$ cat src/lotp_pkg.sv
// Lottery thread picker: shared constants, action codes and struct types.
// No dependencies; imported by every module of the block.
package lotp_pkg;

   localparam int SLOT_COUNT      = 8;
   localparam int SLOT_W          = 3;
   localparam int MAX_THREADS_DEF = 8;
   localparam int TICK_W          = 16;
   localparam int CUR_W           = 4;
   localparam int ACTION_W        = 2;
   localparam int RND_W           = 31;
   localparam int CNT_W           = 4;
   localparam int SUM_W           = 19;          // eight 16-bit counts
   localparam int ALU_W           = SUM_W + 1;   // remainder shifted by one bit
   localparam int STEP_W          = 5;           // counts the RND_W division steps
   localparam int ADDR_W          = 5;
   localparam int DATA_W          = 32;

   localparam logic [CUR_W-1:0] NO_THREAD = CUR_W'(SLOT_COUNT);

   localparam logic [ACTION_W-1:0] ACT_DRAW    = 2'd0;
   localparam logic [ACTION_W-1:0] ACT_FINISH  = 2'd1;
   localparam logic [ACTION_W-1:0] ACT_RESTART = 2'd2;

   typedef logic [SLOT_COUNT-1:0][TICK_W-1:0] ticket_array_type;

   typedef struct packed {
      logic             sub;
      logic [ALU_W-1:0] a;
      logic [ALU_W-1:0] b;
   } alu_req_type;

   typedef struct packed {
      logic [ALU_W-1:0] res;
      logic             borrow;
   } alu_rsp_type;

   typedef struct packed {
      logic [SLOT_W-1:0] chosen_thread;
      logic              none_left;
      logic [CNT_W-1:0]  remaining_count;
   } result_type;

endpackage

$ cat src/lotp_csr.sv
// Lottery thread picker: ticket count register file behind the APB-style port.
// Depends on lotp_pkg.
module lotp_csr
   import lotp_pkg::*;
(
   input  logic              clock,
   input  logic              reset,
   input  logic              psel,
   input  logic              penable,
   input  logic              pwrite,
   input  logic [ADDR_W-1:0] paddr,
   input  logic [DATA_W-1:0] pwdata,
   output logic [DATA_W-1:0] prdata,
   output logic              pready,
   output ticket_array_type  tickets
);

   ticket_array_type  tick_ff;
   ticket_array_type  tick_in;
   logic [SLOT_W-1:0] reg_idx;

   assign reg_idx = paddr[ADDR_W-1:2];

   always_comb begin
      tick_in = tick_ff;
      if (psel && penable && pwrite) begin
         tick_in[reg_idx] = pwdata[TICK_W-1:0];
      end
   end

   always_ff @(posedge clock) begin
      if (reset) begin
         tick_ff <= '0;
      end else begin
         tick_ff <= tick_in;
      end
   end

   assign prdata  = {{(DATA_W-TICK_W){1'b0}}, tick_ff[reg_idx]};
   assign pready  = 1'b1;
   assign tickets = tick_ff;

endmodule

$ cat src/lotp_alu.sv
// Lottery thread picker: shared add/subtract unit used by every phase.
// Depends on lotp_pkg.
module lotp_alu
   import lotp_pkg::*;
(
   input  alu_req_type op,
   output alu_rsp_type rsp
);

   logic [ALU_W:0] full;

   // subtract as a + ~b + 1; carry out low means borrow
   assign full       = {1'b0, op.a} + {1'b0, (op.sub ? ~op.b : op.b)} + {{ALU_W{1'b0}}, op.sub};
   assign rsp.res    = full[ALU_W-1:0];
   assign rsp.borrow = op.sub & ~full[ALU_W];

endmodule

$ cat src/lotp_seq.sv
// Lottery thread picker: sequencer for sum, restoring modulo and ticket walk.
// Holds finished flags and current thread. Depends on lotp_pkg, lotp_alu.
module lotp_seq
   import lotp_pkg::*;
#(
   parameter int MAX_THREADS = MAX_THREADS_DEF
)
(
   input  logic                clock,
   input  logic                reset,
   input  logic                req_valid,
   output logic                req_stall,
   input  logic [ACTION_W-1:0] req_action,
   input  logic [RND_W-1:0]    req_random_value,
   input  ticket_array_type    tickets,
   input  logic                slot_free,
   output logic                res_load,
   output result_type          res
);

   localparam logic [2:0] ST_IDLE   = 3'd0;
   localparam logic [2:0] ST_SUM    = 3'd1;
   localparam logic [2:0] ST_MOD    = 3'd2;
   localparam logic [2:0] ST_WALK   = 3'd3;
   localparam logic [2:0] ST_RESULT = 3'd4;

   localparam logic [SLOT_W-1:0] LAST_IDX  = SLOT_W'(MAX_THREADS - 1);
   localparam logic [STEP_W-1:0] LAST_STEP = STEP_W'(RND_W - 1);

   logic [2:0]            state_ff, state_in;
   logic [SLOT_COUNT-1:0] fin_ff, fin_in;
   logic [CUR_W-1:0]      cur_ff, cur_in;
   logic [SLOT_W-1:0]     idx_ff, idx_in;
   logic [STEP_W-1:0]     step_ff, step_in;
   logic [SUM_W-1:0]      sum_ff, sum_in;
   logic [SUM_W-1:0]      rem_ff, rem_in;
   logic [RND_W-1:0]      rnd_ff, rnd_in;

   logic [SLOT_COUNT-1:0] elig;
   logic [SLOT_COUNT-1:0] cand;
   logic                  cur_elig;
   logic [CNT_W-1:0]      count;
   alu_req_type           alu_op;
   alu_rsp_type           alu_rsp;

   always_comb begin
      for (int i = 0; i < SLOT_COUNT; i++) begin
         elig[i] = (i < MAX_THREADS) && (tickets[i] != '0) && !fin_ff[i];
         cand[i] = elig[i] && (cur_ff != CUR_W'(i));
      end
   end

   assign cur_elig = (cur_ff < NO_THREAD) && elig[cur_ff[SLOT_W-1:0]];
   assign count    = CNT_W'($countones(elig));

   always_comb begin
      alu_op = '0;
      unique case (state_ff)
         ST_SUM: begin
            alu_op.a = ALU_W'(sum_ff);
            alu_op.b = cand[idx_ff] ? ALU_W'(tickets[idx_ff]) : '0;
         end
         ST_MOD: begin
            alu_op.sub = 1'b1;
            alu_op.a   = {rem_ff, rnd_ff[RND_W-1]};
            alu_op.b   = ALU_W'(sum_ff);
         end
         ST_WALK: begin
            alu_op.sub = 1'b1;
            alu_op.a   = ALU_W'(rem_ff);
            alu_op.b   = ALU_W'(tickets[idx_ff]);
         end
         default: begin
            alu_op = '0;
         end
      endcase
   end

   lotp_alu u_alu (
      .op  (alu_op),
      .rsp (alu_rsp)
   );

   always_comb begin
      state_in = state_ff;
      fin_in   = fin_ff;
      cur_in   = cur_ff;
      idx_in   = idx_ff;
      step_in  = step_ff;
      sum_in   = sum_ff;
      rem_in   = rem_ff;
      rnd_in   = rnd_ff;
      res_load = 1'b0;
      unique case (state_ff)
         ST_IDLE: begin
            if (req_valid) begin
               rnd_in = req_random_value;
               idx_in = '0;
               sum_in = '0;
               case (req_action)
                  ACT_DRAW: begin
                     state_in = ST_SUM;
                  end
                  ACT_FINISH: begin
                     if (cur_ff < NO_THREAD) begin
                        fin_in[cur_ff[SLOT_W-1:0]] = 1'b1;
                     end
                     state_in = ST_SUM;
                  end
                  ACT_RESTART: begin
                     fin_in   = '0;
                     cur_in   = NO_THREAD;
                     state_in = ST_RESULT;
                  end
                  default: begin
                     state_in = ST_RESULT;
                  end
               endcase
            end
         end
         ST_SUM: begin
            sum_in = alu_rsp.res[SUM_W-1:0];
            if (idx_ff == LAST_IDX) begin
               rem_in  = '0;
               step_in = '0;
               if (alu_rsp.res == '0) begin
                  if (!cur_elig) begin
                     cur_in = NO_THREAD;
                  end
                  state_in = ST_RESULT;
               end else begin
                  state_in = ST_MOD;
               end
            end else begin
               idx_in = idx_ff + 1'b1;
            end
         end
         ST_MOD: begin
            rem_in = alu_rsp.borrow ? alu_op.a[SUM_W-1:0] : alu_rsp.res[SUM_W-1:0];
            rnd_in = rnd_ff << 1;
            if (step_ff == LAST_STEP) begin
               idx_in   = '0;
               state_in = ST_WALK;
            end else begin
               step_in = step_ff + 1'b1;
            end
         end
         ST_WALK: begin
            if (cand[idx_ff] && alu_rsp.borrow) begin
               cur_in   = {1'b0, idx_ff};
               state_in = ST_RESULT;
            end else begin
               if (cand[idx_ff]) begin
                  rem_in = alu_rsp.res[SUM_W-1:0];
               end
               if (idx_ff == LAST_IDX) begin
                  state_in = ST_RESULT;
               end else begin
                  idx_in = idx_ff + 1'b1;
               end
            end
         end
         ST_RESULT: begin
            if (slot_free) begin
               res_load = 1'b1;
               state_in = ST_IDLE;
            end
         end
         default: begin
            state_in = ST_IDLE;
         end
      endcase
   end

   always_ff @(posedge clock) begin
      if (reset) begin
         state_ff <= ST_IDLE;
         fin_ff   <= '0;
         cur_ff   <= NO_THREAD;
      end else begin
         state_ff <= state_in;
         fin_ff   <= fin_in;
         cur_ff   <= cur_in;
      end
   end

   always_ff @(posedge clock) begin
      idx_ff  <= idx_in;
      step_ff <= step_in;
      sum_ff  <= sum_in;
      rem_ff  <= rem_in;
      rnd_ff  <= rnd_in;
   end

   assign req_stall           = (state_ff != ST_IDLE);
   assign res.chosen_thread   = (cur_ff < NO_THREAD) ? cur_ff[SLOT_W-1:0] : '0;
   assign res.none_left       = (count == '0);
   assign res.remaining_count = count;

endmodule

$ cat src/lottery_thread_picker_core.sv
// Lottery thread picker, top level: register file, sequencer, result register.
// Depends on lotp_pkg, lotp_csr, lotp_seq (which uses lotp_alu).
//
//  channel  direction  handshake              beat contents
//  req      in         req_valid / req_stall  action, random_value
//  rsp      out        rsp_valid / rsp_stall  chosen_thread, none_left, remaining_count
//  csr      in/out     psel, penable, pready  tickets_thread0..7 at byte address 4*i
//
// A draw or finish beat runs the sum over MAX_THREADS slots, the restoring modulo
//   one random bit at a time, the ticket walk and then the result state; the sum,
//   modulo and walk share the single add/subtract unit, one step a cycle.
// Restart and unknown actions go straight to the result state; a draw with no other
//   tickets skips the modulo and walk.
// req_stall is high from acceptance until the result is loaded into the output
//   register; the next beat is taken while that result still waits on rsp_stall.
// Synchronous reset clears tickets and finished flags, and leaves no current thread.
module lottery_thread_picker_core
   import lotp_pkg::*;
#(
   parameter int MAX_THREADS = MAX_THREADS_DEF
)
(
   input  logic                clock,
   input  logic                reset,
   // request channel
   input  logic                req_valid,
   output logic                req_stall,
   input  logic [ACTION_W-1:0] req_action,
   input  logic [RND_W-1:0]    req_random_value,
   // result channel
   output logic                rsp_valid,
   input  logic                rsp_stall,
   output logic [SLOT_W-1:0]   rsp_chosen_thread,
   output logic                rsp_none_left,
   output logic [CNT_W-1:0]    rsp_remaining_count,
   // configuration port
   input  logic                psel,
   input  logic                penable,
   input  logic                pwrite,
   input  logic [ADDR_W-1:0]   paddr,
   input  logic [DATA_W-1:0]   pwdata,
   output logic [DATA_W-1:0]   prdata,
   output logic                pready
);

   ticket_array_type tickets;
   logic             slot_free;
   logic             res_load;
   result_type       res;

   logic             rsp_valid_ff, rsp_valid_in;
   result_type       rsp_ff, rsp_in;

   // ticket counts; slots at or above MAX_THREADS are stored but never eligible
   lotp_csr u_csr (
      .clock   (clock),
      .reset   (reset),
      .psel    (psel),
      .penable (penable),
      .pwrite  (pwrite),
      .paddr   (paddr),
      .pwdata  (pwdata),
      .prdata  (prdata),
      .pready  (pready),
      .tickets (tickets)
   );

   // output slot frees up when empty or when its beat is taken this cycle
   assign slot_free = !rsp_valid_ff || !rsp_stall;

   lotp_seq #(
      .MAX_THREADS (MAX_THREADS)
   ) u_seq (
      .clock            (clock),
      .reset            (reset),
      .req_valid        (req_valid),
      .req_stall        (req_stall),
      .req_action       (req_action),
      .req_random_value (req_random_value),
      .tickets          (tickets),
      .slot_free        (slot_free),
      .res_load         (res_load),
      .res              (res)
   );

   // result register parts the sequencer from the consumer
   always_comb begin
      rsp_valid_in = rsp_valid_ff;
      rsp_in       = rsp_ff;
      if (res_load) begin
         rsp_valid_in = 1'b1;
         rsp_in       = res;
      end else if (!rsp_stall) begin
         rsp_valid_in = 1'b0;
      end
   end

   always_ff @(posedge clock) begin
      if (reset) begin
         rsp_valid_ff <= 1'b0;
      end else begin
         rsp_valid_ff <= rsp_valid_in;
      end
   end

   always_ff @(posedge clock) begin
      rsp_ff <= rsp_in;
   end

   assign rsp_valid           = rsp_valid_ff;
   assign rsp_chosen_thread   = rsp_ff.chosen_thread;
   assign rsp_none_left       = rsp_ff.none_left;
   assign rsp_remaining_count = rsp_ff.remaining_count;

endmodule

$ cat config.mk
export PLATFORM = sky130hd
export DESIGN_NAME = lottery_thread_picker_core
export DESIGN_NICKNAME = d
export VERILOG_FILES = /design/src/lotp_pkg.sv /design/src/lotp_csr.sv /design/src/lotp_alu.sv /design/src/lotp_seq.sv /design/src/lottery_thread_picker_core.sv
export SDC_FILE = /design/constraint.sdc
export NUM_CORES = 1
export LEC_CHECK = 0
export BUFFER_PORTS_ARGS = -buffer_cell sky130_fd_sc_hd__buf_4
export CORE_AREA = 8 8 154 156
export DETAILED_ROUTE_END_ITERATION = 6
export DIE_AREA = 0 0 162 164
export HOLD_SLACK_MARGIN = 0.15
export PLACE_DENSITY_LB_ADDON = 0.3
export SKIP_CTS_REPAIR_TIMING = 1
export SLEW_MARGIN = 20
export SYNTH_ARGS = -nofsm -noshare
export SYNTH_HDL_FRONTEND = slang
export SYNTH_SLANG_ARGS = --single-unit
$ cat constraint.sdc
create_clock -name clock -period 13.4 [get_ports clock]
set_input_delay 2.01 -clock clock [delete_from_list [all_inputs] [get_ports clock]]
set_output_delay 2.01 -clock clock [all_outputs]
set_load 0.1 [all_outputs]
==> impl_metrics.csv <==
group,metric,value,unit
synthesis,ys_types,75,
routing,drc,0,
placed_design,dp_slack,7.05,ns
synthesis,ys_warn_count,0,
global_route,grt_pass1_vias,12000,
synthesis,synth_top_cell_by_area,"dfxtp_1",
timing,rsz0062_at_grt,"no",
routing,vias,12700,
setup_path,timing.critical_path.mode_cell,"a21oi_1",
synthesis,synth_most_common_cell,"nand2_1",
setup_path,worstPathArrival,7.17,ns
floorplan,die_w,162,um
global_route,track_usage,30.5,%
global_route,grtUsageMet1,37.5,%
cells_and_area,multi_input_area,7400,sq um
placed_design,dpl.hpwl,28.0,mm
routing,wirelength,41.5,mm
timing,fin_skew,0.0344,ns
cells_and_area,drive_gt1_share,13.0,%
cells_and_area,postLayoutCoreUtil,69.6,%
routing,postRouteAntennaNets,0,
timing,setup_violations,0,
floorplan,core,21400,sq um
floorplan,fp.dieArea,26600,sq um
synthesis,synth_area,13500,sq um
cts,cts_sinks,229,
timing,fmax,144,MHz
cells_and_area,n_fill_cell,1717,
setup_path,crit_slowest_cell,"nor4_1",
global_route,grt_pass1_wl,65.1,mm
placed_design,portBuffers,84,
power_and_ir_drop,power.static_leakage,5.33,nW
routing,drt_pass1_iterations,6,
synthesis,syn_inst,1587,
setup_path,cp-end-kind,"register",
timing,layout_worst_path_cycle_share,51.7,%
timing,worst_pin_slew,1.13,ns
synthesis,synthFlopType,"dfxtp_1",
global_route,met2_usage,49.3,%
floorplan,start_util,63.2,%
synthesis,async_flop_share,0,%
power_and_ir_drop,p_per_area,120,nW/um^2
setup_path,path_class,"reg -> reg",
floorplan,die_y,164,um
synthesis,synth_commonest_cells,"nand2_1 (406), a21oi_1 (203), dfxtp_1 (144), nor2_1 (97), clkbuf_1 (94)",
global_route,overflow,0,
floorplan,io_pins,120,
cells_and_area,diodes,0,
cts,cts_max_level,1,
placed_design,placed_area,14000,sq um
cells_and_area,nNetsFinal,1702,
worst_hold_path,worstHoldPathType,"reg -> reg",
synthesis,yosysSeqAreaShare,40.3,%
synthesis,ys_ff_latch,229,
run,maxCapViolations,0,
placed_design,place.gp.congestion,0.990,
timing,slew_headroom,24.5,%
synthesis,ys_top_cells_by_area,"dfxtp_1 (21%), edfxtp_1 (19%), nand2_1 (11%), a21oi_1 (7.5%), mux4_2 (5.3%)",
floorplan,fp-row-count,54,
cts,clk-insertion-delay-late,0.54,ns
cts,cts_tree,"built",
cells_and_area,stdcell_area,14900,sq um
timing,tns,0,ns
global_route,top_usage_layer,"met2",
cells_and_area,synthToLayoutAreaGrowth,10.1,%
routing,drt_iter0_drc,1525,
synthesis,syn_area_per_cell,8.50,sq um
power_and_ir_drop,irDropWorstVdd,0.0995,mV
routing,viasPerCell,6.71,
cells_and_area,seq_area,5440,sq um
setup_path,critical_path_required,13.64,ns
global_route,antenna_found_initial,1,
timing,post-route-min-period,6.93,ns
setup_path,crit_fanout,34,
timing,final.setup.worst_slack,6.47,ns
setup_path,cp_cell_sequence,"nor4_1 > a41oi_1 > a221oi_2 > or4_1 > nor3_1 > a21oi_1 > o22a_1 > nor2_1 > fa_1 > nand3_1 > a21oi_1 > o311ai_2 > a31oi_1 > a221oi_1 > and3_1 > buf_4 > nand2b_1 > o21ai_0",
synthesis,yosysTopAreaCellShare,21.4,%
setup_path,slowest_delay,0.90,ns
cts,clk_pin_slew,0.06,ns
cts,cts_buffers,25,
synthesis,synth-edff-count,85,
global_route,grt_use_met3,7.99,%
timing,hold_violations,0,
global_route,grt_max_degree,86,
setup_path,critical_path.startpoint_type,"register",
timing,maxSlewViolCount,0,
cts,clockRootBuffer,"clkbuf_16",
outcome,status,"complete, no violations",
routing,post_drt_wl_per_cell,22.0,um
cts,cts_buffer_depth,3,
==> placed cells by master, fill, tap and decap left out, types with 8 or more instances in the layout <==
| master | instances |
|---|---|
| and2_1 | 9 |
| nand3_1 | 13 |
| nor2_1 | 95 |
| buf_4 | 104 |
| ha_1 | 30 |
| nor3_1 | 26 |
| o31ai_1 | 11 |
| inv_1 | 18 |
| a22oi_1 | 67 |
| a211oi_1 | 19 |
| nand2_1 | 405 |
| o21ai_0 | 19 |
| nor4_1 | 34 |
| mux2i_1 | 35 |
| a21oi_1 | 203 |
| mux4_2 | 32 |
| clkbuf_16 | 25 |
| and3_1 | 8 |
| nand4_1 | 23 |
| a31oi_1 | 13 |
| conb_1 | 17 |
| xnor2_1 | 12 |
| o22a_1 | 18 |
| dfxtp_1 | 143 |
| edfxtp_1 | 85 |
| a21o_1 | 9 |
| a41oi_1 | 8 |
==> layer usage <==
layer / routed length [um] / vias to the layer above / part of all wire, %
li1: - / 5683 / -
met1: 15600 / 5970 / 38
met2: 19000 / 826 / 46
met3: 4930 / 186 / 12
met4: 1990 / 2 / 4.8
met5: 13 / - / 0.031
==> path summary, 6_finish.rpt <==
path                 startpoint                 end  slack [ns]  cells after the start
min          u_csr.tickets[106]  u_csr.tickets[106]        0.49                      2
max           u_csr.tickets[11]    u_seq.rem_ff[11]        6.47                     18
min reg2reg  u_csr.tickets[106]  u_csr.tickets[106]        0.49                      2
max reg2reg   u_csr.tickets[11]    u_seq.rem_ff[11]        6.47                     18
==> per-stage QoR <==
step / total power [W] / std cells / hold WS [ns]
after floorplan: 0.00102 / 1602 / 0.438
after global placement: 0.00109 / 1843 / 0.473
after detailed placement: 0.00109 / 1843 / 0.481
after CTS: 0.00178 / 1888 / 0.489
after global routing: 0.00184 / 1888 / 0.512
final: 0.00178 / 1888 / 0.490
==> area by class of cell <==
type / count / share of cell area (%)
multi-input combinational: 1211 / 49.8
sequential: 229 / 36.6
timing repair buffer: 104 / 5.26
clock buffer: 32 / 4.52
tap: 280 / 2.36
clock inverter: 13 / 0.994
inverter: 19 / 0.480
==> flip-flops by register name, summed over array words and instances, names as in the netlist <==
name	count
rsp_remaining_count	4
u_seq.state_ff	3
u_seq.rem_ff	19
u_seq.step_ff	5
u_seq.rnd_ff	31
u_seq.cur_ff	4
u_csr.tickets	128
rsp_valid	1
u_seq.idx_ff	3
u_seq.sum_ff	19
rsp_none_left	1
u_seq.fin_ff	8
rsp_chosen_thread	3
==> critical path: cells and delay by family (launching register included) <==
family,cells,cell delay [ns]
AO/OA/AOI/OAI,9,3.20
adder cells (fa/ha/maj),1,0.49
flip-flops,1,0.34
AND/OR/NAND/NOR,7,2.27
buffers and inverters,1,0.34
==> power breakdown <==
group	internal, W	switching [W]	total, W
Clock	0.000412	0.000285	0.000697
Combinational	0.0000960	0.000220	0.000316
Sequential	0.000755	0.0000137	0.000769
==> cell families (layout without fill, tap and decap cells) <==
kind of cell	Yosys count	count (layout)	synth area share [%]
adder cells (fa/ha/maj)	35	35	3.52
AND/OR/NAND/NOR	656	656	21.2
buffers and inverters	162	168	5.51
flip-flops	229	229	40.3
XOR/XNOR	20	20	1.41
AO/OA/AOI/OAI	410	410	19.6
other	2	17	0.0557
multiplexers	73	73	8.47
Note: power is estimated with default switching activity, not from simulation.
